$ cat config.mk
export PLATFORM = sky130hd
export DESIGN_NAME = xyscope_front
export DESIGN_NICKNAME = d
export VERILOG_FILES = /design/src/rtl/xyscope_pkg.sv /design/src/rtl/xyscope_front.sv
export SDC_FILE = /design/constraint.sdc
export NUM_CORES = 1
export LEC_CHECK = 0
export ABC_CLOCK_PERIOD_IN_PS = 1400
export BUFFER_PORTS_ARGS = -buffer_cell sky130_fd_sc_hd__buf_2
export CORE_MARGIN = 4
export CORE_UTILIZATION = 40
export CTS_CLUSTER_SIZE = 30
export DETAILED_ROUTE_END_ITERATION = 8
export GPL_ROUTABILITY_DRIVEN = 0
export PLACE_DENSITY = 0.8
export SYNTH_ARGS = -nofsm -noshare
export SYNTH_HDL_FRONTEND = slang
export SYNTH_SLANG_ARGS = --single-unit
$ cat constraint.sdc
create_clock -name clk -period 1.4 [get_ports clk]
set_input_delay 0.28 -clock clk [delete_from_list [all_inputs] [get_ports clk]]
set_output_delay 0.28 -clock clk [all_outputs]
set_load 0.02 [all_outputs]
$ cat src/rtl/xyscope_pkg.sv
// shared types, constants and helpers of the stereo xy scope
package xyscope_pkg;

  // coordinate and fixed-point format
  localparam int COORD_BITS  = 12;
  localparam int SIZE_BITS   = COORD_BITS + 1;
  localparam int FRAC_BITS   = 14;
  localparam int SAMPLE_BITS = 16;
  localparam int MAP_SHIFT   = 16;

  // filter arithmetic widths
  localparam int STATE_BITS = 32;
  localparam int BAND_BITS  = STATE_BITS + 1;
  localparam int SUM_BITS   = STATE_BITS + 4;
  localparam int COEF_BITS  = 16;
  localparam int PROD_BITS  = STATE_BITS + COEF_BITS;
  localparam int COEF_SHIFT = 15;

  // q15 cutoff coefficients, about 0.15 and 0.45
  localparam logic signed [COEF_BITS-1:0] COEF_LOW  = 16'sd4915;
  localparam logic signed [COEF_BITS-1:0] COEF_HIGH = 16'sd14746;

  // frame size limits and reset values
  localparam logic [SIZE_BITS-1:0] SIZE_MIN   = SIZE_BITS'(2);
  localparam logic [SIZE_BITS-1:0] SIZE_MAX   = SIZE_BITS'(1 << COORD_BITS);
  localparam logic [SIZE_BITS-1:0] RST_WIDTH  = SIZE_BITS'(320);
  localparam logic [SIZE_BITS-1:0] RST_HEIGHT = SIZE_BITS'(200);

  // register indexes of the configuration port
  localparam int CFG_ADDR_BITS = 2;
  localparam logic [CFG_ADDR_BITS-1:0] REG_STYLE  = 2'd0;
  localparam logic [CFG_ADDR_BITS-1:0] REG_WIDTH  = 2'd1;
  localparam logic [CFG_ADDR_BITS-1:0] REG_HEIGHT = 2'd2;

  // output color codes
  localparam logic [1:0] COLOR_WHITE = 2'd0;
  localparam logic [1:0] COLOR_RED   = 2'd1;
  localparam logic [1:0] COLOR_GREEN = 2'd2;
  localparam logic [1:0] COLOR_BLUE  = 2'd3;

  typedef enum logic [1:0] {
    DRAW_DOTS   = 2'd0,
    DRAW_LINES  = 2'd1,
    DRAW_CDOTS  = 2'd2,
    DRAW_CLINES = 2'd3
  } style_t;

  // one classified sample pair waiting in the queue
  typedef struct packed {
    style_t                        style;
    logic                          start;
    logic signed [SAMPLE_BITS-1:0] left;
    logic signed [SAMPLE_BITS-1:0] right;
    logic [SIZE_BITS-1:0]          width;
    logic [SIZE_BITS-1:0]          height;
  } item_t;

  // band outputs of one filter lane
  typedef struct packed {
    logic signed [STATE_BITS-1:0] low;
    logic signed [STATE_BITS-1:0] mid;
    logic signed [BAND_BITS-1:0]  high;
  } band_t;

  // request to a coordinate mapper
  typedef struct packed {
    logic                  go;
    logic                  wide;
    logic [SIZE_BITS-1:0]  scale;
    logic [COORD_BITS-1:0] offset;
    logic [COORD_BITS-1:0] hi;
  } map_req_t;

  // saturate a wide sum to the signed state range
  function automatic logic signed [STATE_BITS-1:0] sat32(input logic signed [SUM_BITS-1:0] v);
    if (v[SUM_BITS-1:STATE_BITS-1] == {(SUM_BITS-STATE_BITS+1){1'b0}} ||
        v[SUM_BITS-1:STATE_BITS-1] == {(SUM_BITS-STATE_BITS+1){1'b1}}) begin
      return v[STATE_BITS-1:0];
    end else if (v[SUM_BITS-1]) begin
      return {1'b1, {(STATE_BITS-1){1'b0}}};
    end else begin
      return {1'b0, {(STATE_BITS-1){1'b1}}};
    end
  endfunction

endpackage

$ cat src/rtl/xyscope_front.sv
// front end: configuration registers, input beat acceptance and classification
module xyscope_front
  import xyscope_pkg::*;
(
  input  logic                     clk,
  input  logic                     rst_n,
  input  logic                     cfg_we,
  input  logic [CFG_ADDR_BITS-1:0] cfg_addr,
  input  logic [SIZE_BITS-1:0]     cfg_wdata,
  input  logic                     in_tvalid,
  output logic                     in_tready,
  input  logic [31:0]              in_tdata,
  input  logic [0:0]               in_tuser,
  input  logic                     q_full,
  output logic                     q_push,
  output item_t                    q_item
);

  style_t               style_r;
  logic [SIZE_BITS-1:0] width_r;
  logic [SIZE_BITS-1:0] height_r;

  // clamp a frame size to the supported range
  function automatic logic [SIZE_BITS-1:0] eff_size(input logic [SIZE_BITS-1:0] r);
    if (r < SIZE_MIN) begin
      return SIZE_MIN;
    end else if (r > SIZE_MAX) begin
      return SIZE_MAX;
    end else begin
      return r;
    end
  endfunction

  // configuration registers
  always_ff @(posedge clk) begin
    if (!rst_n) begin
      style_r  <= DRAW_DOTS;
      width_r  <= RST_WIDTH;
      height_r <= RST_HEIGHT;
    end else if (cfg_we) begin
      unique case (cfg_addr)
        REG_STYLE:  style_r  <= style_t'(cfg_wdata[1:0]);
        REG_WIDTH:  width_r  <= cfg_wdata;
        REG_HEIGHT: height_r <= cfg_wdata;
        default: ;
      endcase
    end
  end

  // accept a beat whenever the queue has room
  assign in_tready = !q_full;
  assign q_push    = in_tvalid && !q_full;

  // tag the beat with style and effective frame size
  always_comb begin
    q_item.style  = style_r;
    q_item.start  = in_tuser[0];
    q_item.left   = in_tdata[15:0];
    q_item.right  = in_tdata[31:16];
    q_item.width  = eff_size(width_r);
    q_item.height = eff_size(height_r);
  end

endmodule

### After elaboration in Yosys (flattened, before gate mapping)

Cells that the tools add are included.

* magnitude comparators: 4
* equality and inequality tests: 2
* multiplexer cells: 4
* reductions and logical operators: 6

Operator list (number)
* $mux W13: 4
* $gt A13 B13 Y1 const B: 2
* $lt A13 B2 Y1 const B: 2
* $reduce_and A2 Y1: 3
* $eq A2 B1 Y1 const B: 1
* $eq A2 B2 Y1 const B: 1
* $logic_not A2 Y1: 1
* $logic_and A1 B1 Y1: 1
* $logic_not A1 Y1: 1

* bits in registers: 28
* input port bits: 53
* logic and storage cells: 19

### Logic depth before layout (Yosys ltp)

Gate-level depths: netlist (run 1).

* depth in word-level cells: 3
* gate-level depth with buffers: 4
* mapped depth without buffers: 3

### Worst setup path after synthesis (run 1)

OpenSTA, ideal clock, no wires.

* path type: register to output
* start: register width_r[4]
* end: output port q_item[14] (netlist name)
* data arrival time: 1044 ps
* required time: 1120 ps
* slack: 76 ps
* cell stages (with the launch flop): 4
* buffers on the path: 0
* cell sequence: dfxtp_1 -> nor4_1 -> nand3_1 -> a21oi_1

RTL lines
* from (decl): RTL line xyscope_front.sv:20 `logic [SIZE_BITS-1:0] width_r;`
* from (signal assigned): RTL line xyscope_front.sv:43 `REG_WIDTH: width_r <= cfg_wdata;`
* to (decl): RTL line xyscope_front.sv:16 `output item_t q_item`

==> impl_results.md, run 1 <==
- # hold bufs at CTS: 0
- Critical Path AT: 1.34 ns
- Worst-path clk slew: 0.09 ns
- Ports: 116
- Worst setup margin: -0.217 ns
- CTS tree: done
- Via count: 1226
- Pre-CTS setup slack: 0.0306 ns
- Syn avg cell area: 7.90 um2
- Slew headroom: 73.2%
- Chip height: 70.1 um
- Sequential share of power: 55.4%
- Endpoints failing setup: 4
- Failing checks: negative setup slack
- Ys Warns: 0
- Period utilization: 116%
- Hpwl dp: 2460 um
- Wirelength per Cell: 12.5 um
- Die ar.: 4910 um2
- Setup TNS: -0.799 ns
- Worst EP required: 1.12 ns
- Site Rows: 22
- Seq/Total Area, Yosys: 36.4%
- Global-route wire length before repair: 5170 um
- Cell area after synthesis: 1540 um2
- Critical setup path kind: reg2out
- Status: finished with violations
- Worst-Margin Slew: 0.402 ns
- Die width: 70.1 um
- Proportion of layout cells with a drive suffix above 1: 34.1%
- CTS root buf: clkbuf_8
- Area after DPL: 1580 um2
- Net Count, Synth: 248
- Ant diodes: 0
- Minimum clock period: 1.62 ns
- RSZ-0062 raised after global routing: yes
- Area grow syn2layout: 13.2%
- Max cap viols: 0
- Port bufs: 49
- Clk Latency, worst-skew pair: 0.27 ns
- Clock power frac: 27.8%
- Leakage Power: 0.792 nW
- P_sw: 0.397 mW
- # H-tree levels: 1
- Design Area, Final: 1740 um2
- P_int: 1.14 mW
- Final Slew Violations: 0
- Post-Synthesis Cells: 195
- CTS Buffer Depth: 2
- Initial antenna violation count: 0
- DRC: 0
- Power Density: 880 nW/um2
- Sw frac: 25.8%
- Antenna-violating nets left: 0
- Vias in the first global route: 1163
- # nets final: 269
- Fill cells: 382
- F_max: 0.618 GHz
- Total track usage: 13.0%
- Max FO, Critical Path: 3
- CTS Buf Count: 3
- Post-synth cell types: 18
- Worst Clk Skew: 0 ns
- Detailed Route WL: 3270 um
- Initial Util: 41.8%
- Total core area: 3690 um2
- Most common cell after layout, fill and taps aside: nand2_1
- Placed Cells: 254
- Combinational power share: 16.8%
- DR vias/cell: 4.68
- Largest net degree at the start of global routing: 29
- Most frequent cells in the layout: nand2_1 (52), buf_2 (38), nor2b_1 (23)
- Element type at the critical path start: flop
- Cell Count, Final, Fillers Out: 262
- Final Hold Fails: 0
- Initial DRC Count: 52
- Max VDD drop: 370 uV
- FF+latch count, synth: 28
- Drt pass-1 iters: 4
- Worst hold path type: in2reg
- CP endpoint kind: output pin
- Global route overflow: 0
- Clock sinks: 28
cell families (layout without fill, tap and decap cells):
group	after synthesis	count (layout)	synth area share, %
buf+inv	47	66	20.8
compound gates	23	23	10.9
mux	2	2	1.30
flops	28	28	36.4
simple gates	95	95	30.6
routing by layer:
layer | part of all wire (%) | vias to the layer above | GRT usage, %
li1 | - | 629 | -
met1 | 45 | 539 | 14.6
met2 | 44 | 49 | 21.0
met3 | 8.9 | 9 | 5.32
met4 | 2.0 | 0 | 6.38
met5 | 0 | - | 0
critical path: stages (launching register included):
cell	delay (ns)
dfxtp_2	0.35
nor4_4	0.27
nand3_1	0.12
a21oi_1	0.16
buf_4	0.16
cell type report:
cell class | instances | area [um2] | area share (%)
clock buffers | 3 | 41.3 | 2.37
inverters | 3 | 11.3 | 0.646
well taps | 48 | 60.1 | 3.44
flip-flops and latches | 28 | 573 | 32.9
multi-input cells | 120 | 696 | 39.9
repair buffers | 60 | 363 | 20.8
repair_timing:
item,in CTS,in global routing
gates cloned,0,0
endpoints found under the hold margin,0,0
pin swaps,8,4
buffers inserted,3,2
endpoints found under the setup margin,12,11
resized for setup,14,15
synthesized netlist by cell type, drive strengths merged:
master / instances / share of area, %
a21boi: 21 / 10
a21oi: 2 / 0.65
and3b: 4 / 2.3
buf: 38 / 19
clkbuf: 6 / 1.5
dfxtp: 28 / 36
inv: 3 / 0.73
mux2i: 2 / 1.3
nand2: 52 / 13
nand3: 7 / 2.3
nand3b: 2 / 0.97
nor2b: 23 / 9.3
nor3: 2 / 0.65
nor3b: 1 / 0.81
nor4: 4 / 1.6
power by group through the flow:
stage | registers, mW | clock network (mW) | logic [mW]
after CTS | 0.852 | 0.438 | 0.247
after global routing | 0.856 | 0.469 | 0.285
after floorplan | 0.861 | 0 | 0.288
after global placement | 0.867 | 0 | 0.232
final | 0.851 | 0.426 | 0.258
after detailed placement | 0.868 | 0 | 0.235
worst paths after layout:
kind,from,end,slack (ns),cells after the start
worst min-delay path,cfg_wdata[8],width_r[8],0.22,3
worst min register to register,height_r[0],height_r[0],0.46,2
worst max register to register,height_r[12],height_r[12],0.57,3
worst max-delay path,width_r[6],q_item[14],-0.22,4
per-stage QoR:
step / power, mW / hold slack, ns / util [%]
5_1_grt: 1.61 / 0.239 / 47.3
3_5_place_dp: 1.10 / 0.449 / 42.9
3_3_place_gp: 1.10 / 0.452 / 42.9
6_report: 1.53 / 0.225 / 47.3
2_1_floorplan: 1.15 / 0.402 / -
4_1_cts: 1.54 / 0.225 / 45.8
sequential cells by signal, indices dropped and copies added (netlist names):
name / count
height_r: 13
style_r: 2
width_r: 13
Power figures use the tool's default switching activity.
==> inputs of run 2 (changes only) <==
--- a/config.mk
+++ b/config.mk
@@ -13,6 +13,7 @@
 export DETAILED_ROUTE_END_ITERATION = 8
 export GPL_ROUTABILITY_DRIVEN = 0
 export PLACE_DENSITY = 0.8
+export SKIP_CTS_REPAIR_TIMING = 1
 export SYNTH_ARGS = -nofsm -noshare
 export SYNTH_HDL_FRONTEND = slang
 export SYNTH_SLANG_ARGS = --single-unit
==> impl_results.md, run 2 (synthesis results as in run 1) <==
- Worst Clk Skew: 0 ns
- F_max: 0.620 GHz
- Chip height: 70.1 um
- Element type at the critical path start: flop
- Proportion of layout cells with a drive suffix above 1: 34.0%
- Status: finished with violations
- Global route overflow: 0
- CP endpoint kind: output pin
- Drt pass-1 iters: 4
- DRC: 0
- Wirelength per Cell: 12.4 um
- Max VDD drop: 368 uV
- Critical setup path kind: reg2out
- Antenna-violating nets left: 0
- Hold_sp: cfg_wdata[8]
- Detailed Route WL: 3220 um
- CTS root buf: clkbuf_8
- Leakage Power: 0.787 nW
- Worst EP required: 1.12 ns
- Critical Path AT: 1.33 ns
- Area after DPL: 1580 um2
- Worst-path clk slew: 0.09 ns
- Worst hold path type: in2reg
- CTS Buffer Depth: 2
- Hold path cells: 3
- Initial Util: 41.8%
- CTS Buf Count: 3
- # H-tree levels: 1
- DR vias/cell: 4.73
- Pre-CTS setup slack: 0.0306 ns
- Worst-Margin Slew: 0.408 ns
- Hpwl dp: 2460 um
- Top flop regs: height_r x13, width_r x13, style_r x2
- Final Hold Fails: 0
- Clock sinks: 28
- Initial DRC Count: 42
- Most common cell after layout, fill and taps aside: nand2_1
- Slack of the worst reg-to-reg path: 0.63 ns
- Multi-input combinational cell area: 698 um2
- Max FO, Critical Path: 2
- End of the worst hold path: width_r[8]
- Die ar.: 4910 um2
- Fill cells: 382
- Worst R2R Path Depth: 3
- Global-route wire length before repair: 5010 um
- Most frequent cells in the layout: nand2_1 (52), buf_2 (40), nor2b_1 (22), dfxtp_1 (22), buf_4 (16)
- Via count: 1229
- Minimum clock period: 1.61 ns
- Largest net degree at the start of global routing: 29
- Ant diodes: 0
- Die width: 70.1 um
- Max cap viols: 0
- Site Rows: 22
- Power Density: 882 nW/um2
- Port bufs: 49
- Design Area, Final: 1730 um2
- Fin Hold WS: 0.227 ns
- Total track usage: 12.5%
- # nets final: 267
- Initial antenna violation count: 0
- Worst r2r dst: width_r[12]
- Endpoints failing setup: 4
- Total core area: 3690 um2
- Ports: 116
- Vias in the first global route: 1149
- Slew headroom: 72.8%
- Area grow syn2layout: 12.3%
- Failing checks: negative setup slack
- Design Power: 1.53 mW
- Period utilization: 115%
- CTS tree: done
- Register Area: 576 um2
- RSZ-0062 raised after global routing: yes
- Reg2reg start: width_r[12]
- Worst setup margin: -0.212 ns
- Clk Latency, worst-skew pair: 0.27 ns
- Final Slew Violations: 0
- Setup TNS: -0.809 ns
==> run 2: cell count changes in the layout (fill, tap and decap cells not counted), sizes merged <==
cell	delta
buf	-2
==> run 2: metal layers <==
metal,vias to the layer above,GRT usage (%),wire [um]
met4,0,6.38,66
met5,-,0,0
li1,628,-,-
met3,9,5.32,311
met2,51,20.3,1410
met1,541,14.0,1430
==> run 2: through the flow <==
| stage | utilization (%) | cells |
|---|---|---|
| 2_1_floorplan | - | 195 |
| 3_3_place_gp | 42.9 | 254 |
| 3_5_place_dp | 42.9 | 254 |
| 4_1_cts | 44.0 | 257 |
| 5_1_grt | 46.9 | 260 |
| 6_report | 46.9 | 260 |
==> run 2: cell type report <==
type	instances	area share (%)
clock buffers	3	2.39
well taps	48	3.47
inverters	3	0.651
repair buffers	58	19.8
multi-input cells	120	40.4
flip-flops and latches	28	33.3
==> run 2: worst max path at each step <==
stage                startpoint  slack (ns)          to
floorplan            width_r[4]        0.08  q_item[14]
global placement    height_r[8]        0.05   q_item[0]
detailed placement  height_r[8]        0.03   q_item[0]
CTS                 height_r[8]       -0.29   q_item[0]
global route        height_r[1]       -0.31   q_item[0]
finish              width_r[11]       -0.21  q_item[13]
==> run 2: worst max-delay path, stage by stage (launching register included) <==
cell and delay (ns):
dfxtp_2 0.34, nor4_4 0.27, nand3_1 0.12, and3b_1 0.17, buf_2 0.15
==> run 2: power by group <==
part	switching [mW]	internal (mW)
sequential	0.0269	0.822
combinational	0.136	0.118
clock	0.229	0.193
==> inputs of run 3 (changes only) <==
--- a/config.mk
+++ b/config.mk
@@ -12,6 +12,7 @@
 export CTS_CLUSTER_SIZE = 30
 export DETAILED_ROUTE_END_ITERATION = 8
 export GPL_ROUTABILITY_DRIVEN = 0
+export GPL_TIMING_DRIVEN = 0
 export PLACE_DENSITY = 0.8
 export SKIP_CTS_REPAIR_TIMING = 1
 export SYNTH_ARGS = -nofsm -noshare
==> impl_results.md, run 3 (synthesis results as in run 1) <==
- Status: finished with violations
- Failing checks: negative setup slack
- Chip height: 70.1 um
- Total track usage: 14.3%
- Reg2reg start: width_r[12]
- CTS root buf: clkbuf_8
- Clk Latency, worst-skew pair: 0.27 ns
- Wirelength per Cell: 11.3 um
- Worst-Margin Slew: 0.367 ns
- Combinational power share: 22.7%
- Final core occ: 59.3%
- F_max: 0.600 GHz
- CTS Buffer Depth: 2
- Worst r2r dst: width_r[12]
- Detailed Route WL: 3720 um
- # H-tree levels: 1
- Power Density: 878 nW/um2
- Sequential share of power: 44.3%
- Area after DPL: 2010 um2
- Design Power: 1.92 mW
- Slack of the worst reg-to-reg path: 0.60 ns
- Die width: 70.1 um
- Initial Util: 41.8%
- GR Layer Usage met1: 17.0%
- DR vias/cell: 4.56
- Critical Path AT: 1.39 ns
- Worst EP required: 1.12 ns
- Worst hold path type: in2reg
- CTS tree: done
- Period utilization: 119%
- Max VDD drop: 905 uV
- Proportion of layout cells with a drive suffix above 1: 50.5%
- Sw frac: 26.2%
- Via count: 1499
- Minimum clock period: 1.67 ns
- Clock power frac: 33.0%
- Top flop regs: height_r x13, width_r x13, style_r x2
- Worst setup path startpoint: width_r[11]
- Clock sinks: 28
- Worst Clk Skew: 0 ns
- Setup TNS: -0.859 ns
- Final Hold Fails: 0
- P_int: 1.42 mW
- Leakage Power: 1.07 nW
- RSZ-0062 raised after global routing: yes
- Initial DRC Count: 35
- Hpwl dp: 3000 um
- # nets final: 335
- Max cap viols: 0
- Total core area: 3690 um2
- Global-route wire length before repair: 5890 um
- Final Slew Violations: 0
- Design Area, Final: 2190 um2
- Worst setup margin: -0.265 ns
- Initial antenna violation count: 0
- Site Rows: 22
- Slew headroom: 75.5%
- Endpoints failing setup: 4
- Vias in the first global route: 1400
- Element type at the critical path start: flop
- Area grow syn2layout: 42.1%
- P_sw: 0.503 mW
- CTS Buf Count: 3
- CP endpoint kind: output pin
- Most common cell after layout, fill and taps aside: buf_2
- Worst setup path end: q_item[13]
- Worst R2R Path Depth: 3
- Antenna-violating nets left: 0
- Ant diodes: 0
- Grt met2 use: 24.7%
- Ports: 116
- Drt pass-1 iters: 4
- GRT Max-Usage Layer: met2
- Global route overflow: 0
- Largest net degree at the start of global routing: 17
- Die ar.: 4910 um2
- Met3 global-route usage: 5.76%
- Critical setup path kind: reg2out
- Worst-path clk slew: 0.10 ns
- Most frequent cells in the layout: buf_2 (68), nand2_1 (52), buf_4 (50)
- Max FO, Critical Path: 2
- DRC: 0
- Port bufs: 81
[run 3: final cells by class]
class                      instances  area, um2
fill                             346       1500
multi-input combinational        120        702
sequential                        28        568
timing repair buffer              82        455
buffer                            44        320
tap                               48       60.1
clock buffer                       3       41.3
clock inverter                     1       30.0
inverter                           3       11.3
[run 3: power groups by stage]
| stage | clock network (mW) | logic (mW) | registers (mW) |
|---|---|---|---|
| after global placement | 0 | 0.417 | 0.864 |
| after global routing | 0.683 | 0.474 | 0.857 |
| after detailed placement | 0 | 0.421 | 0.865 |
| after floorplan | 0 | 0.288 | 0.861 |
| after CTS | 0.647 | 0.421 | 0.846 |
| final | 0.633 | 0.437 | 0.852 |
[run 3: critical path, cell delays in order, from the launching register on]
cell	delay, ns
dfxtp_2	0.35
nor4_4	0.29
nand3_1	0.13
and3b_1	0.21
buf_6	0.13
[run 3: per-layer routing]
layer	routed length (um)	vias up	part of all wire, %
met4	14	0	0.38
met1	1540	664	41
met5	0	-	0
met3	432	2	12
met2	1740	73	47
li1	-	760	-
[run 3: worst min-delay path by stage]
stage	cells after the start	endpoint	startpoint	slack, ns
6_report	3	width_r[6]	cfg_wdata[6]	0.22
5_1_grt	3	height_r[6]	cfg_wdata[6]	0.22
4_1_cts	3	width_r[8]	cfg_wdata[8]	0.22
3_5_place_dp	2	height_r[0]	height_r[0]	0.45
3_3_place_gp	2	height_r[0]	height_r[0]	0.44
2_1_floorplan	2	height_r[3]	cfg_wdata[3]	0.40
[run 3: stage by stage]
| step | hold slack [ns] | setup WS [ns] | cells |
|---|---|---|---|
| after CTS | 0.222 | -0.368 | 328 |
| after global routing | 0.225 | -0.313 | 329 |
| final | 0.224 | -0.265 | 329 |
| after detailed placement | 0.449 | -0.0506 | 324 |
| after floorplan | 0.402 | 0.0756 | 195 |
| after global placement | 0.443 | -0.0290 | 324 |
