<file path="config.mk">
export PLATFORM = sky130hd
export DESIGN_NAME = xyscope_fifo
export DESIGN_NICKNAME = d
export VERILOG_FILES = /design/src/rtl/xyscope_pkg.sv /design/src/rtl/xyscope_fifo.sv
export SDC_FILE = /design/constraint.sdc
export NUM_CORES = 1
export LEC_CHECK = 0
export BUFFER_PORTS_ARGS = -buffer_cell sky130_fd_sc_hd__buf_2
export CORE_MARGIN = 3
export CORE_UTILIZATION = 38
export DETAILED_ROUTE_END_ITERATION = 8
export HOLD_SLACK_MARGIN = 0.15
export SYNTH_ARGS = -nofsm -noshare
export SYNTH_HDL_FRONTEND = slang
export SYNTH_SLANG_ARGS = --single-unit
</file>
<file path="constraint.sdc">
create_clock -name clk -period 4.8 [get_ports clk]
set_clock_uncertainty 0.05 [all_clocks]
set_input_delay 0.24 -clock clk [delete_from_list [all_inputs] [get_ports clk]]
set_output_delay 0.24 -clock clk [all_outputs]
set_load 0.005 [all_outputs]
</file>
<file path="src/rtl/xyscope_pkg.sv">
// shared types, constants and helpers of the stereo xy scope
package xyscope_pkg;

  // coordinate and fixed-point format
  localparam int COORD_BITS  = 12;
  localparam int SIZE_BITS   = COORD_BITS + 1;
  localparam int FRAC_BITS   = 14;
  localparam int SAMPLE_BITS = 16;
  localparam int MAP_SHIFT   = 16;

  // filter arithmetic widths
  localparam int STATE_BITS = 32;
  localparam int BAND_BITS  = STATE_BITS + 1;
  localparam int SUM_BITS   = STATE_BITS + 4;
  localparam int COEF_BITS  = 16;
  localparam int PROD_BITS  = STATE_BITS + COEF_BITS;
  localparam int COEF_SHIFT = 15;

  // q15 cutoff coefficients, about 0.15 and 0.45
  localparam logic signed [COEF_BITS-1:0] COEF_LOW  = 16'sd4915;
  localparam logic signed [COEF_BITS-1:0] COEF_HIGH = 16'sd14746;

  // frame size limits and reset values
  localparam logic [SIZE_BITS-1:0] SIZE_MIN   = SIZE_BITS'(2);
  localparam logic [SIZE_BITS-1:0] SIZE_MAX   = SIZE_BITS'(1 << COORD_BITS);
  localparam logic [SIZE_BITS-1:0] RST_WIDTH  = SIZE_BITS'(320);
  localparam logic [SIZE_BITS-1:0] RST_HEIGHT = SIZE_BITS'(200);

  // register indexes of the configuration port
  localparam int CFG_ADDR_BITS = 2;
  localparam logic [CFG_ADDR_BITS-1:0] REG_STYLE  = 2'd0;
  localparam logic [CFG_ADDR_BITS-1:0] REG_WIDTH  = 2'd1;
  localparam logic [CFG_ADDR_BITS-1:0] REG_HEIGHT = 2'd2;

  // output color codes
  localparam logic [1:0] COLOR_WHITE = 2'd0;
  localparam logic [1:0] COLOR_RED   = 2'd1;
  localparam logic [1:0] COLOR_GREEN = 2'd2;
  localparam logic [1:0] COLOR_BLUE  = 2'd3;

  typedef enum logic [1:0] {
    DRAW_DOTS   = 2'd0,
    DRAW_LINES  = 2'd1,
    DRAW_CDOTS  = 2'd2,
    DRAW_CLINES = 2'd3
  } style_t;

  // one classified sample pair waiting in the queue
  typedef struct packed {
    style_t                        style;
    logic                          start;
    logic signed [SAMPLE_BITS-1:0] left;
    logic signed [SAMPLE_BITS-1:0] right;
    logic [SIZE_BITS-1:0]          width;
    logic [SIZE_BITS-1:0]          height;
  } item_t;

  // band outputs of one filter lane
  typedef struct packed {
    logic signed [STATE_BITS-1:0] low;
    logic signed [STATE_BITS-1:0] mid;
    logic signed [BAND_BITS-1:0]  high;
  } band_t;

  // request to a coordinate mapper
  typedef struct packed {
    logic                  go;
    logic                  wide;
    logic [SIZE_BITS-1:0]  scale;
    logic [COORD_BITS-1:0] offset;
    logic [COORD_BITS-1:0] hi;
  } map_req_t;

  // saturate a wide sum to the signed state range
  function automatic logic signed [STATE_BITS-1:0] sat32(input logic signed [SUM_BITS-1:0] v);
    if (v[SUM_BITS-1:STATE_BITS-1] == {(SUM_BITS-STATE_BITS+1){1'b0}} ||
        v[SUM_BITS-1:STATE_BITS-1] == {(SUM_BITS-STATE_BITS+1){1'b1}}) begin
      return v[STATE_BITS-1:0];
    end else if (v[SUM_BITS-1]) begin
      return {1'b1, {(STATE_BITS-1){1'b0}}};
    end else begin
      return {1'b0, {(STATE_BITS-1){1'b1}}};
    end
  endfunction

endpackage

</file>
<file path="src/rtl/xyscope_fifo.sv">
// short queue of classified items between front and back
module xyscope_fifo
  import xyscope_pkg::*;
#(
  parameter int DEPTH = 2
)(
  input  logic  clk,
  input  logic  rst_n,
  input  logic  push,
  input  item_t push_item,
  output logic  full,
  input  logic  pop,
  output logic  valid,
  output item_t head
);

  localparam int AW = (DEPTH > 1) ? $clog2(DEPTH) : 1;
  localparam int CW = $clog2(DEPTH + 1);

  item_t         mem_r [DEPTH];
  logic [AW-1:0] wr_ptr_r;
  logic [AW-1:0] rd_ptr_r;
  logic [CW-1:0] count_r;

  assign full  = (count_r == CW'(DEPTH));
  assign valid = (count_r != '0);
  assign head  = mem_r[rd_ptr_r];

  // pointers and fill count
  always_ff @(posedge clk) begin
    if (!rst_n) begin
      wr_ptr_r <= '0;
      rd_ptr_r <= '0;
      count_r  <= '0;
    end else begin
      if (push) begin
        wr_ptr_r <= (wr_ptr_r == AW'(DEPTH - 1)) ? '0 : wr_ptr_r + 1'b1;
      end
      if (pop) begin
        rd_ptr_r <= (rd_ptr_r == AW'(DEPTH - 1)) ? '0 : rd_ptr_r + 1'b1;
      end
      if (push && !pop) begin
        count_r <= count_r + 1'b1;
      end else if (pop && !push) begin
        count_r <= count_r - 1'b1;
      end
    end
  end

  // entry storage
  always_ff @(posedge clk) begin
    if (push) begin
      mem_r[wr_ptr_r] <= push_item;
    end
  end

  a_no_overflow: assert property (@(posedge clk) disable iff (!rst_n) !(push && full))
    else $error("queue written while full");
  a_no_underflow: assert property (@(posedge clk) disable iff (!rst_n) !(pop && !valid))
    else $error("queue read while empty");
  a_count_bound: assert property (@(posedge clk) disable iff (!rst_n)
      (push && !pop && count_r == CW'(DEPTH - 1)) |=> full)
    else $error("queue count lost an entry");

endmodule

</file>
Word level (Yosys, flattened, before mapping)
Memories as Yosys holds them, arrays and structs flattened. A register that Yosys moved wholly into a read port is not among the register bits.
Cells that the tools add are included.

word-level totals
  register bits = 4
  memory bits (writable) = 122
  bits of input ports = 65
  output and inout port bits = 63
  logic and storage cells = 23
  memories = 1

memory list
  memory  depth  width  rd ports  clocked after Yosys merged registers in  wr ports  RTL line            text
  mem_r   2      61     1         1                                        1         xyscope_fifo.sv:20  item_t mem_r [DEPTH];

operators by class
  $add $sub $neg = 4
  equal/unequal tests = 1
  mux-type cells = 8
  reductions and logical operators = 6

operators with widths
  cell                   number
  $mux W1                6
  $mux W2                2
  $reduce_bool A2 Y1     2
  $add A1 B1 Y1 const B  2
  $add A2 B1 Y2 const B  1
  $eq A2 B2 Y1 const B   1
  $logic_and A1 B1 Y1    2
  $logic_not A1 Y1       2
  $sub A2 B1 Y2 const B  1

Longest topological paths before layout
Gate-level depths: netlist of the first run.

  depth after elaboration = 4
  mapped depth = 5
  mapped depth without buffers = 5

Worst setup path before layout of the first run
OpenSTA, ideal clock, no wires.

  path kind = reg2reg
  start = reg wr_ptr_r
  end = mem mem_r[0][0] (netlist bit) (enable)
  setup time = 488 ps
  data arrival time = 3042 ps
  required time = 4262 ps
  path slack = 1220 ps
  cell stages (with the launch flop) = 2
  path buffers = 0
  clock period less this slack = 3580 ps
  cells stage by stage = dfxtp_1 -> nor2b_1

RTL lines
  what                    RTL line            text
  start, declared         xyscope_fifo.sv:21  logic [AW-1:0] wr_ptr_r;
  start signal, assigned  xyscope_fifo.sv:37  wr_ptr_r <= (wr_ptr_r == AW'(DEPTH - 1)) ? '0 : wr_ptr_r + 1'b1;
  end, declared           xyscope_fifo.sv:20

Straight into the memory's write port.

==> impl_metrics.ini, run 1 <==
[cts]
cts.clk_slew.worst_paths_ns = 0.05
post_cts_buffers = 0
cts_max_level = 4
cts_tree = done
cts_buffers = 17
cts_root_buf = clkbuf_16
clk-insertion-delay-late_ns = 0.40
clock-sinks = 127
cts_buffer_depth = 2

[drt]
drcViolationCount = 0
wl_per_cell_um = 15.03
viasPerCell = 4.536
detail-route-antenna-nets = 0
drt_pass1_iterations = 5
routed_wl_um = 8644
vias = 2608
first_iter_violations = 111

[global_routing]
antenna_found_initial = 0
grt_max_degree = 39
grt_pass1_wl_um = 13520
grt_overflow = 0
grt_usage = 0.1348
grt_pass1_vias = 2759

[job]
drv_cap = 0

[logic_synthesis]
ys_seq_area_frac = 0.8103
synth-simple-area-share = 0.01266
yosys.area.top_type_share = 0.7888
synth.area.top_cells = edfxtp_1 79%, mux2_2 15%, dfxtp_1 2.2%
synth_xor_area_frac = 0.005657
syn_area_mm2 = 0.004644
synthCells = 212
synthMuxAreaShare = 0.1479
ys_types = 17
synth_fp_nets = 278
synth_top_family_by_area = multiplexers
yosysTopAreaCell = edfxtp_1
yosys_warnings = 0
synth_area_per_cell_um2 = 21.91
synthAdderAreaFrac = 0.002694
ys_ff_latch = 127
synth_compound_area_frac = 0.004310

[pwr]
p_sw_mw = 0.5392
power_mw = 2.726
p_clk_frac = 0.426
power_density_mw_per_mm2 = 412.4
p_comb_frac = 0.093
p_seq_frac = 0.480
p_int_mw = 2.186
ir_drop_mv = 0.2777
netSwitchingFraction = 0.1978
p_leak_nw = 2.536

[timing]
setup_viol = 0
slew_violations = 0
relSlewSlack = 0.2343
fin_crit_sh = 0.5476
worst_pin_slew_ns = 1.146
final_hold_viol_count = 0
grt_setup_unrepaired = no
tns_ns = 0
fmax_mhz = 380.5
period_needed_ns = 2.628

[layout]
fin_cells = 575
area_growth_pct = 42.30
antennaDiodeCount = 0
drive_gt1_frac = 0.5069
postLayoutCoreUtil = 0.5667
nets = 485

[min_path]
hold_path.startpoint = count_r[1]$_SDFFE_PN0P_
min_path_type = flip-flop to flip-flop

[critical_path]
cp_max_fo = 38
crit_type = flip-flop to primary output
startpoint_type = flip-flop
worstPathRequired_ns = 4.51
worstPathArrival_ns = 2.34
crit_path_end_kind = primary output
crit-reg2reg-launch = wr_ptr_r$_SDFFE_PN0P_

[place]
place.gp.congestion = 0.6704
hpwl_um = 5255
port_buffers = 127
dp.cells = 478

[die]
ios = 128
die-height_um = 116.6
start_util = 0.3982
die_w_um = 116.6
rows = 39
dieArea_mm2 = 0.01359
fp.coreArea_mm2 = 0.01166

[outcome]
status = complete, no violations
-- metal layers --
metal	track usage	wire [µm]
met5	0	0
met4	0.05275	109
met3	0.06062	563
met2	0.2231	4278
met1	0.1538	3693
-- metrics by stage --
stage / hold slack (ns) / instance area [µm²] / setup slack, ns
after floorplan: 0.2889 / 4644 / 1.220
after global placement: 0.3785 / 5419 / 2.491
after detailed placement: 0.3823 / 5419 / 2.521
after CTS: 0.4592 / 6609 / 2.091
after global routing: 0.4938 / 6609 / 2.008
final: 0.4558 / 6609 / 2.172
-- layout by cell type, fill, tap and decap left out --
master | netlist | layout
clkinv_2 | 0 | 4
a21boi_1 | 1 | 1
or3_1 | 1 | 1
nor2b_1 | 2 | 1
dlygate4sd3_1 | 0 | 65
clkinv_1 | 0 | 4
clkbuf_1 | 0 | 5
xor2_1 | 2 | 2
o21ai_0 | 1 | 1
or2_2 | 1 | 1
ha_1 | 1 | 1
and2b_2 | 1 | 1
bufinv_16 | 0 | 2
buf_4 | 0 | 3
xnor2_1 | 1 | 1
dfxtp_2 | 0 | 1
edfxtp_1 | 122 | 122
buf_2 | 1 | 127
dfxtp_1 | 5 | 4
mux2_2 | 61 | 61
inv_1 | 1 | 1
and2_1 | 4 | 3
clkbuf_16 | 0 | 17
and2_2 | 0 | 1
o21a_1 | 1 | 1
nor2b_4 | 0 | 1
-- synthesized netlist by cell type --
master and count:
a21boi_1 1, and2_1 4, and2b_2 1, buf_2 1
buf_6 6, dfxtp_1 5, edfxtp_1 122, ha_1 1
inv_1 1, mux2_2 61, nor2b_1 2, o21a_1 1
o21ai_0 1, or2_2 1, or3_1 1, xnor2_1 1
xor2_1 2
-- final timing paths --
path                              to  slack, ns  cells past startpoint
max                         head[41]       2.17                      3
min reg2reg  count_r[1]$_SDFFE_PN0P_       0.46                      2
max reg2reg   mem_r[0][25]$_DFFE_PP_       2.69                      2
min          count_r[1]$_SDFFE_PN0P_       0.46                      2
-- worst max-delay path, stage by stage (launching register included) --
cell     delay [ns]
dfxtp_2        0.93
buf_4          0.45
mux2_2         0.39
buf_2          0.13
-- registers in the layout (all words and copies together), names as in the netlist, named ones only --
register,cells
count_r,2
rd_ptr_r,1
mem_r,122
wr_ptr_r,1
-- logic make-up (layout without fill, tap and decap cells) --
family / Yosys count / count (layout)
buf+inv: 8 / 228
fa+ha+maj: 1 / 1
flops: 127 / 127
xor+xnor: 3 / 3
mux: 61 / 61
simple gates: 9 / 9
compound gates: 3 / 3
-- what timing repair did --
item	in CTS	in global routing
hold buffers	65	0
setup endpoints to repair	0	0
resized for setup	0	0
hold endpoints to repair	127	0
-- power by group through the flow --
| stage | clock network (mW) | logic, mW | registers (mW) |
|---|---|---|---|
| 5_1_grt | 1.25 | 0.282 | 1.31 |
| 3_5_place_dp | 0 | 0.218 | 1.33 |
| 2_1_floorplan | 0 | 0.129 | 1.32 |
| 3_3_place_gp | 0 | 0.215 | 1.33 |
| 4_1_cts | 1.20 | 0.261 | 1.31 |
| 6_report | 1.16 | 0.254 | 1.31 |
-- layout make-up --
type / count / area (µm²)
Clock buffer: 22 / 444.2
Clock inverter: 10 / 95.09
Inverter: 1 / 3.754
Timing Repair Buffer: 195 / 1309
Sequential cell: 127 / 3765
Multi-Input combinational cell: 77 / 813.3
Tap cell: 143 / 178.9
Fill cell: 933 / 5054
(Power assumes the default switching activity.)
==> run 2, diff against run 1 <==
- clock period: 4.8 -> 2.7 ns (I/O delays scaled with it)
==> impl_metrics.ini, run 2 (synthesis results as in run 1) <==
[die]
rows = 39
dieArea_mm2 = 0.01359
die-height_um = 116.6
start_util = 0.3982
fp.coreArea_mm2 = 0.01166
ios = 128
die_w_um = 116.6

[global_routing]
antenna_found_initial = 0
grt_max_degree = 62
grt_pass1_vias = 2781
grt_pass1_wl_um = 13600
grt_overflow = 0
grt_usage = 0.1380

[cts]
clk-insertion-delay-late_ns = 0.41
cts_max_level = 4
clock-sinks = 127
cts_root_buf = clkbuf_16
cts_tree = done
cts_buffers = 17
cts.clk_slew.worst_paths_ns = 0.05
cts_buffer_depth = 2

[drt]
drt_pass1_iterations = 4
detail-route-antenna-nets = 0
wl_per_cell_um = 15.30
first_iter_violations = 120
routed_wl_um = 8797
vias = 2645
drcViolationCount = 0
viasPerCell = 4.600

[critical_path]
r2r-end = wr_ptr_r$_SDFFE_PN0P_
crit_slowest_cell = mux2_2
crit_chain = buf_12 > mux2_2 > buf_2
crit-reg2reg-launch = wr_ptr_r$_SDFFE_PN0P_
worstPathRequired_ns = 2.52
startpoint_type = flip-flop
rr_worst_depth = 4
crit_type = flip-flop to primary output
crit_family = buffers and inverters
cp_max_fo = 61
crit_path_end_kind = primary output
slowest_delay_ns = 0.40
reg2reg_slack_ns = 1.00
cp_num_buf_inv = 2
worstPathArrival_ns = 1.60

[layout]
reg_top3 = mem_r x122, count_r x2
multi_input_area_um2 = 813.3
final_common_cell = buf_2
largest_register = mem_r
largest_reg_flops = 122
area_growth_pct = 43.13
antennaDiodeCount = 0
seqCellArea_mm2 = 0.003765
drive_gt1_frac = 0.5208
final_cell_mix = 127 x buf_2, 122 x edfxtp_1, 64 x dlygate4sd3_1
fillerInstances = 909
nets = 485

[outcome]
status = complete, no violations

[timing]
relSlewSlack = 0.5975
period_needed_ns = 1.786
setup_slack_ns = 0.9141
setup_viol = 0
slew_violations = 0
fmax_mhz = 560.0
fin_crit_sh = 0.6614
tns_ns = 0
grt_setup_unrepaired = no
worst_pin_slew_ns = 0.6038
final_hold_viol_count = 0

[min_path]
hold_path.startpoint = push
min_path_type = input pin to flip-flop
hold-path-cell-count = 4
hold_end = count_r[1]$_SDFFE_PN0P_

[pwr]
p_leak_nw = 2.558
power_density_mw_per_mm2 = 733.6
ir_drop_mv = 0.4621

[place]
pre_cts_ws_ns = 1.012
hpwl_um = 5291
port_buffers = 127
place.gp.congestion = 0.7004

[job]
drv_cap = 0
-- run 2: cell count changes in the layout (fill, tap and decap cells not counted) --
cell,change
buf_12,+2
clkinv_2,+2
buf_4,-1
bufinv_16,-1
clkinv_1,-4
clkbuf_8,+4
clkbuf_1,-1
dlygate4sd3_1,-1
-- run 2: how the worst max path moves through the flow --
stage | start | end | depth (start not counted) | slack (ns)
after CTS | flip-flop | head[37] | 3 | 0.88
after global placement | wr_ptr_r$_SDFFE_PN0P_ | mem_r[1][54]$_DFFE_PP_ | 2 | 1.04
final | flip-flop | head[49] | 3 | 0.91
after detailed placement | wr_ptr_r$_SDFFE_PN0P_ | mem_r[1][50]$_DFFE_PP_ | 2 | 1.01
after floorplan | wr_ptr_r$_SDFFE_PN0P_ | mem_r[0][0]$_DFFE_PP_ | 1 | 0.30
after global routing | flip-flop | head[37] | 3 | 0.84
-- run 2: timing repair --
| item | 4_1_cts | 5_1_grt |
|---|---|---|
| hold buffers | 64 | 0 |
| gates resized for setup | 0 | 0 |
| endpoints found under the setup margin | 0 | 0 |
| buffers inserted | 0 | 0 |
| hold endpoints to repair | 127 | 0 |
-- run 2: worst min-delay path, delay by kind of cell --
kind / cells / cell delay, ns
AOI/OAI and AO/OA: 1 / 0.05
adders and majority gates: 1 / 0.19
buffers and inverters: 1 / 0.12
and+or+nand+nor: 1 / 0.12
-- run 2: metrics by stage --
stage | instance area (µm²) | hold slack [ns] | power [mW] | utilization | std cells
floorplan | 4647 | 0.1839 | 2.567 | - | 212
global placement | 5451 | 0.2744 | 2.752 | 0.4674 | 479
detailed placement | 5451 | 0.2781 | 2.765 | 0.4674 | 479
CTS | 6648 | 0.1810 | 4.951 | 0.5700 | 575
global route | 6648 | 0.2067 | 5.091 | 0.5700 | 575
finish | 6648 | 0.2014 | 4.876 | 0.5700 | 575
-- run 2: power breakdown --
group	total, mW	switching [mW]	internal (mW)
Combinational	0.485	0.207	0.277
Clock	2.09	0.737	1.35
Sequential	2.30	0.0254	2.28
Total	4.88	0.970	3.91
-- run 2: cell type report --
type                       count  area share
clock buffer                  25     0.07453
clock inverter                 7    0.009034
multi-input combinational     77      0.1223
tap                          143     0.02692
timing repair buffer         195      0.2003
sequential                   127      0.5663
inverter                       1   0.0005647
-- run 2: per-layer routing --
metal  track usage  wire length [µm]
met1        0.1593              3666
met5             0                 0
met3       0.05751               607
met4       0.06651               136
met2        0.2231              4386
==> run 3, diff against run 2 <==
- clock period: 2.7 -> 1.5 ns (I/O delays scaled with it)
==> impl_metrics.ini, run 3 (synthesis results as in run 1) <==
[place]
place.gp.congestion = 0.6607
pre_cts_ws_ns = 0.2362
dp.cells = 481
hpwl_um = 5262
placed_area_mm2 = 0.005505
port_buffers = 127

[cts]
cts_root_buf = clkbuf_16
cts_tree = done
cts.clk_slew.worst_paths_ns = 0.05
clk-insertion-delay-late_ns = 0.39
cts_buffer_depth = 2
cts_max_level = 4
post_cts_buffers = 0
cts_buffers = 17
clock-sinks = 127

[layout]
largest_reg_flops = 122
fin_area_mm2 = 0.006998
postLayoutCoreUtil = 0.6000
drive_gt1_frac = 0.5266
final_cell_mix = 122 x edfxtp_1, 98 x buf_2, 64 x dlygate4sd3_1
antennaDiodeCount = 0
fin_cells = 576
largest_register = mem_r
final_common_cell = edfxtp_1
area_growth_pct = 50.67
reg_top3 = mem_r x122, count_r x2
nets = 488

[global_routing]
grt_usage = 0.1419
grt_pass1_vias = 2834
grt_max_degree = 43
antenna_found_initial = 0
grt_pass1_wl_um = 14210
grt_overflow = 0

[critical_path]
crit_type = flip-flop to primary output
startpoint_type = flip-flop
worstPathArrival_ns = 1.48
crit-reg2reg-launch = wr_ptr_r$_SDFFE_PN0P_
worstPathRequired_ns = 1.37
crit_path_end_kind = primary output
cp_max_fo = 20

[pwr]
ir_drop_mv = 0.6626
p_leak_nw = 2.729
p_comb_frac = 0.122
power_density_mw_per_mm2 = 1263
p_int_mw = 7.003
netSwitchingFraction = 0.2079
p_seq_frac = 0.470
p_clk_frac = 0.408
p_sw_mw = 1.839
power_mw = 8.842

[drt]
detail-route-antenna-nets = 0
routed_wl_um = 9174
first_iter_violations = 110
wl_per_cell_um = 15.93
met1Wirelength_um = 3817
viasPerCell = 4.505
drt_pass1_iterations = 4
top_layer_used = met4
wl_met3_um = 586
vias = 2595
drcViolationCount = 0
wl_met2_um = 4708

[timing]
setup_viol = 61
tns_ns = -5.145
final_hold_viol_count = 0
whs_ns = 0.3493
grt_setup_unrepaired = yes
setup_slack_ns = -0.1082
fin_crit_sh = 1.072
worst_pin_slew_ns = 0.2772
slew_violations = 0
relSlewSlack = 0.8152
fmax_mhz = 621.8
period_needed_ns = 1.608

[min_path]
min_path_type = input pin to flip-flop
hold_path.startpoint = push_item[35]

[outcome]
violations = setup timing
status = finished, violations left

[die]
fp.coreArea_mm2 = 0.01166
die-height_um = 116.6
die_w_um = 116.6
rows = 39
dieArea_mm2 = 0.01359
start_util = 0.3982
ios = 128

[job]
drv_cap = 0
## run 3: power by group through the flow
| stage | combinational [mW] | sequential, mW | clock, mW |
|---|---|---|---|
| detailed placement | 0.774 | 4.22 | 0 |
| CTS | 1.05 | 4.15 | 3.73 |
| global route | 1.17 | 4.17 | 3.87 |
| global placement | 0.768 | 4.21 | 0 |
| floorplan | 0.414 | 4.20 | 0 |
| finish | 1.08 | 4.16 | 3.61 |
## run 3: metal layers
metal	GRT usage	vias up
met5	0	-
met4	0.05046	0
met3	0.05440	6
met2	0.2426	84
met1	0.1633	1247
li1	-	1258
## run 3: critical path, stage by stage (launching register included)
cell	delay, ns
dfxtp_4	0.40
buf_12	0.20
mux2_2	0.36
buf_2	0.13
## run 3: final cells by class
class	instances	area [µm²]
fill	888	4664
sequential	127	3769
timing repair buffer	198	1593
multi-input combinational	77	925.9
clock buffer	18	429.2
tap	143	178.9
clock inverter	12	98.84
inverter	1	3.754
## run 3: final timing paths
path                            cells after the start                      end  slack, ns
worst max register to register                      2   mem_r[1][44]$_DFFE_PP_       0.28
worst min register to register                      2  count_r[1]$_SDFFE_PN0P_       0.45
worst min-delay path                                2   mem_r[1][35]$_DFFE_PP_       0.35
worst max-delay path                                3                 head[44]      -0.11
## run 3: what timing repair did
action	4_1_cts	5_1_grt
endpoints found under the hold margin	127	0
gates resized for setup	44	17
hold buffers	64	0
endpoints found under the setup margin	61	61
gates cloned	1	0
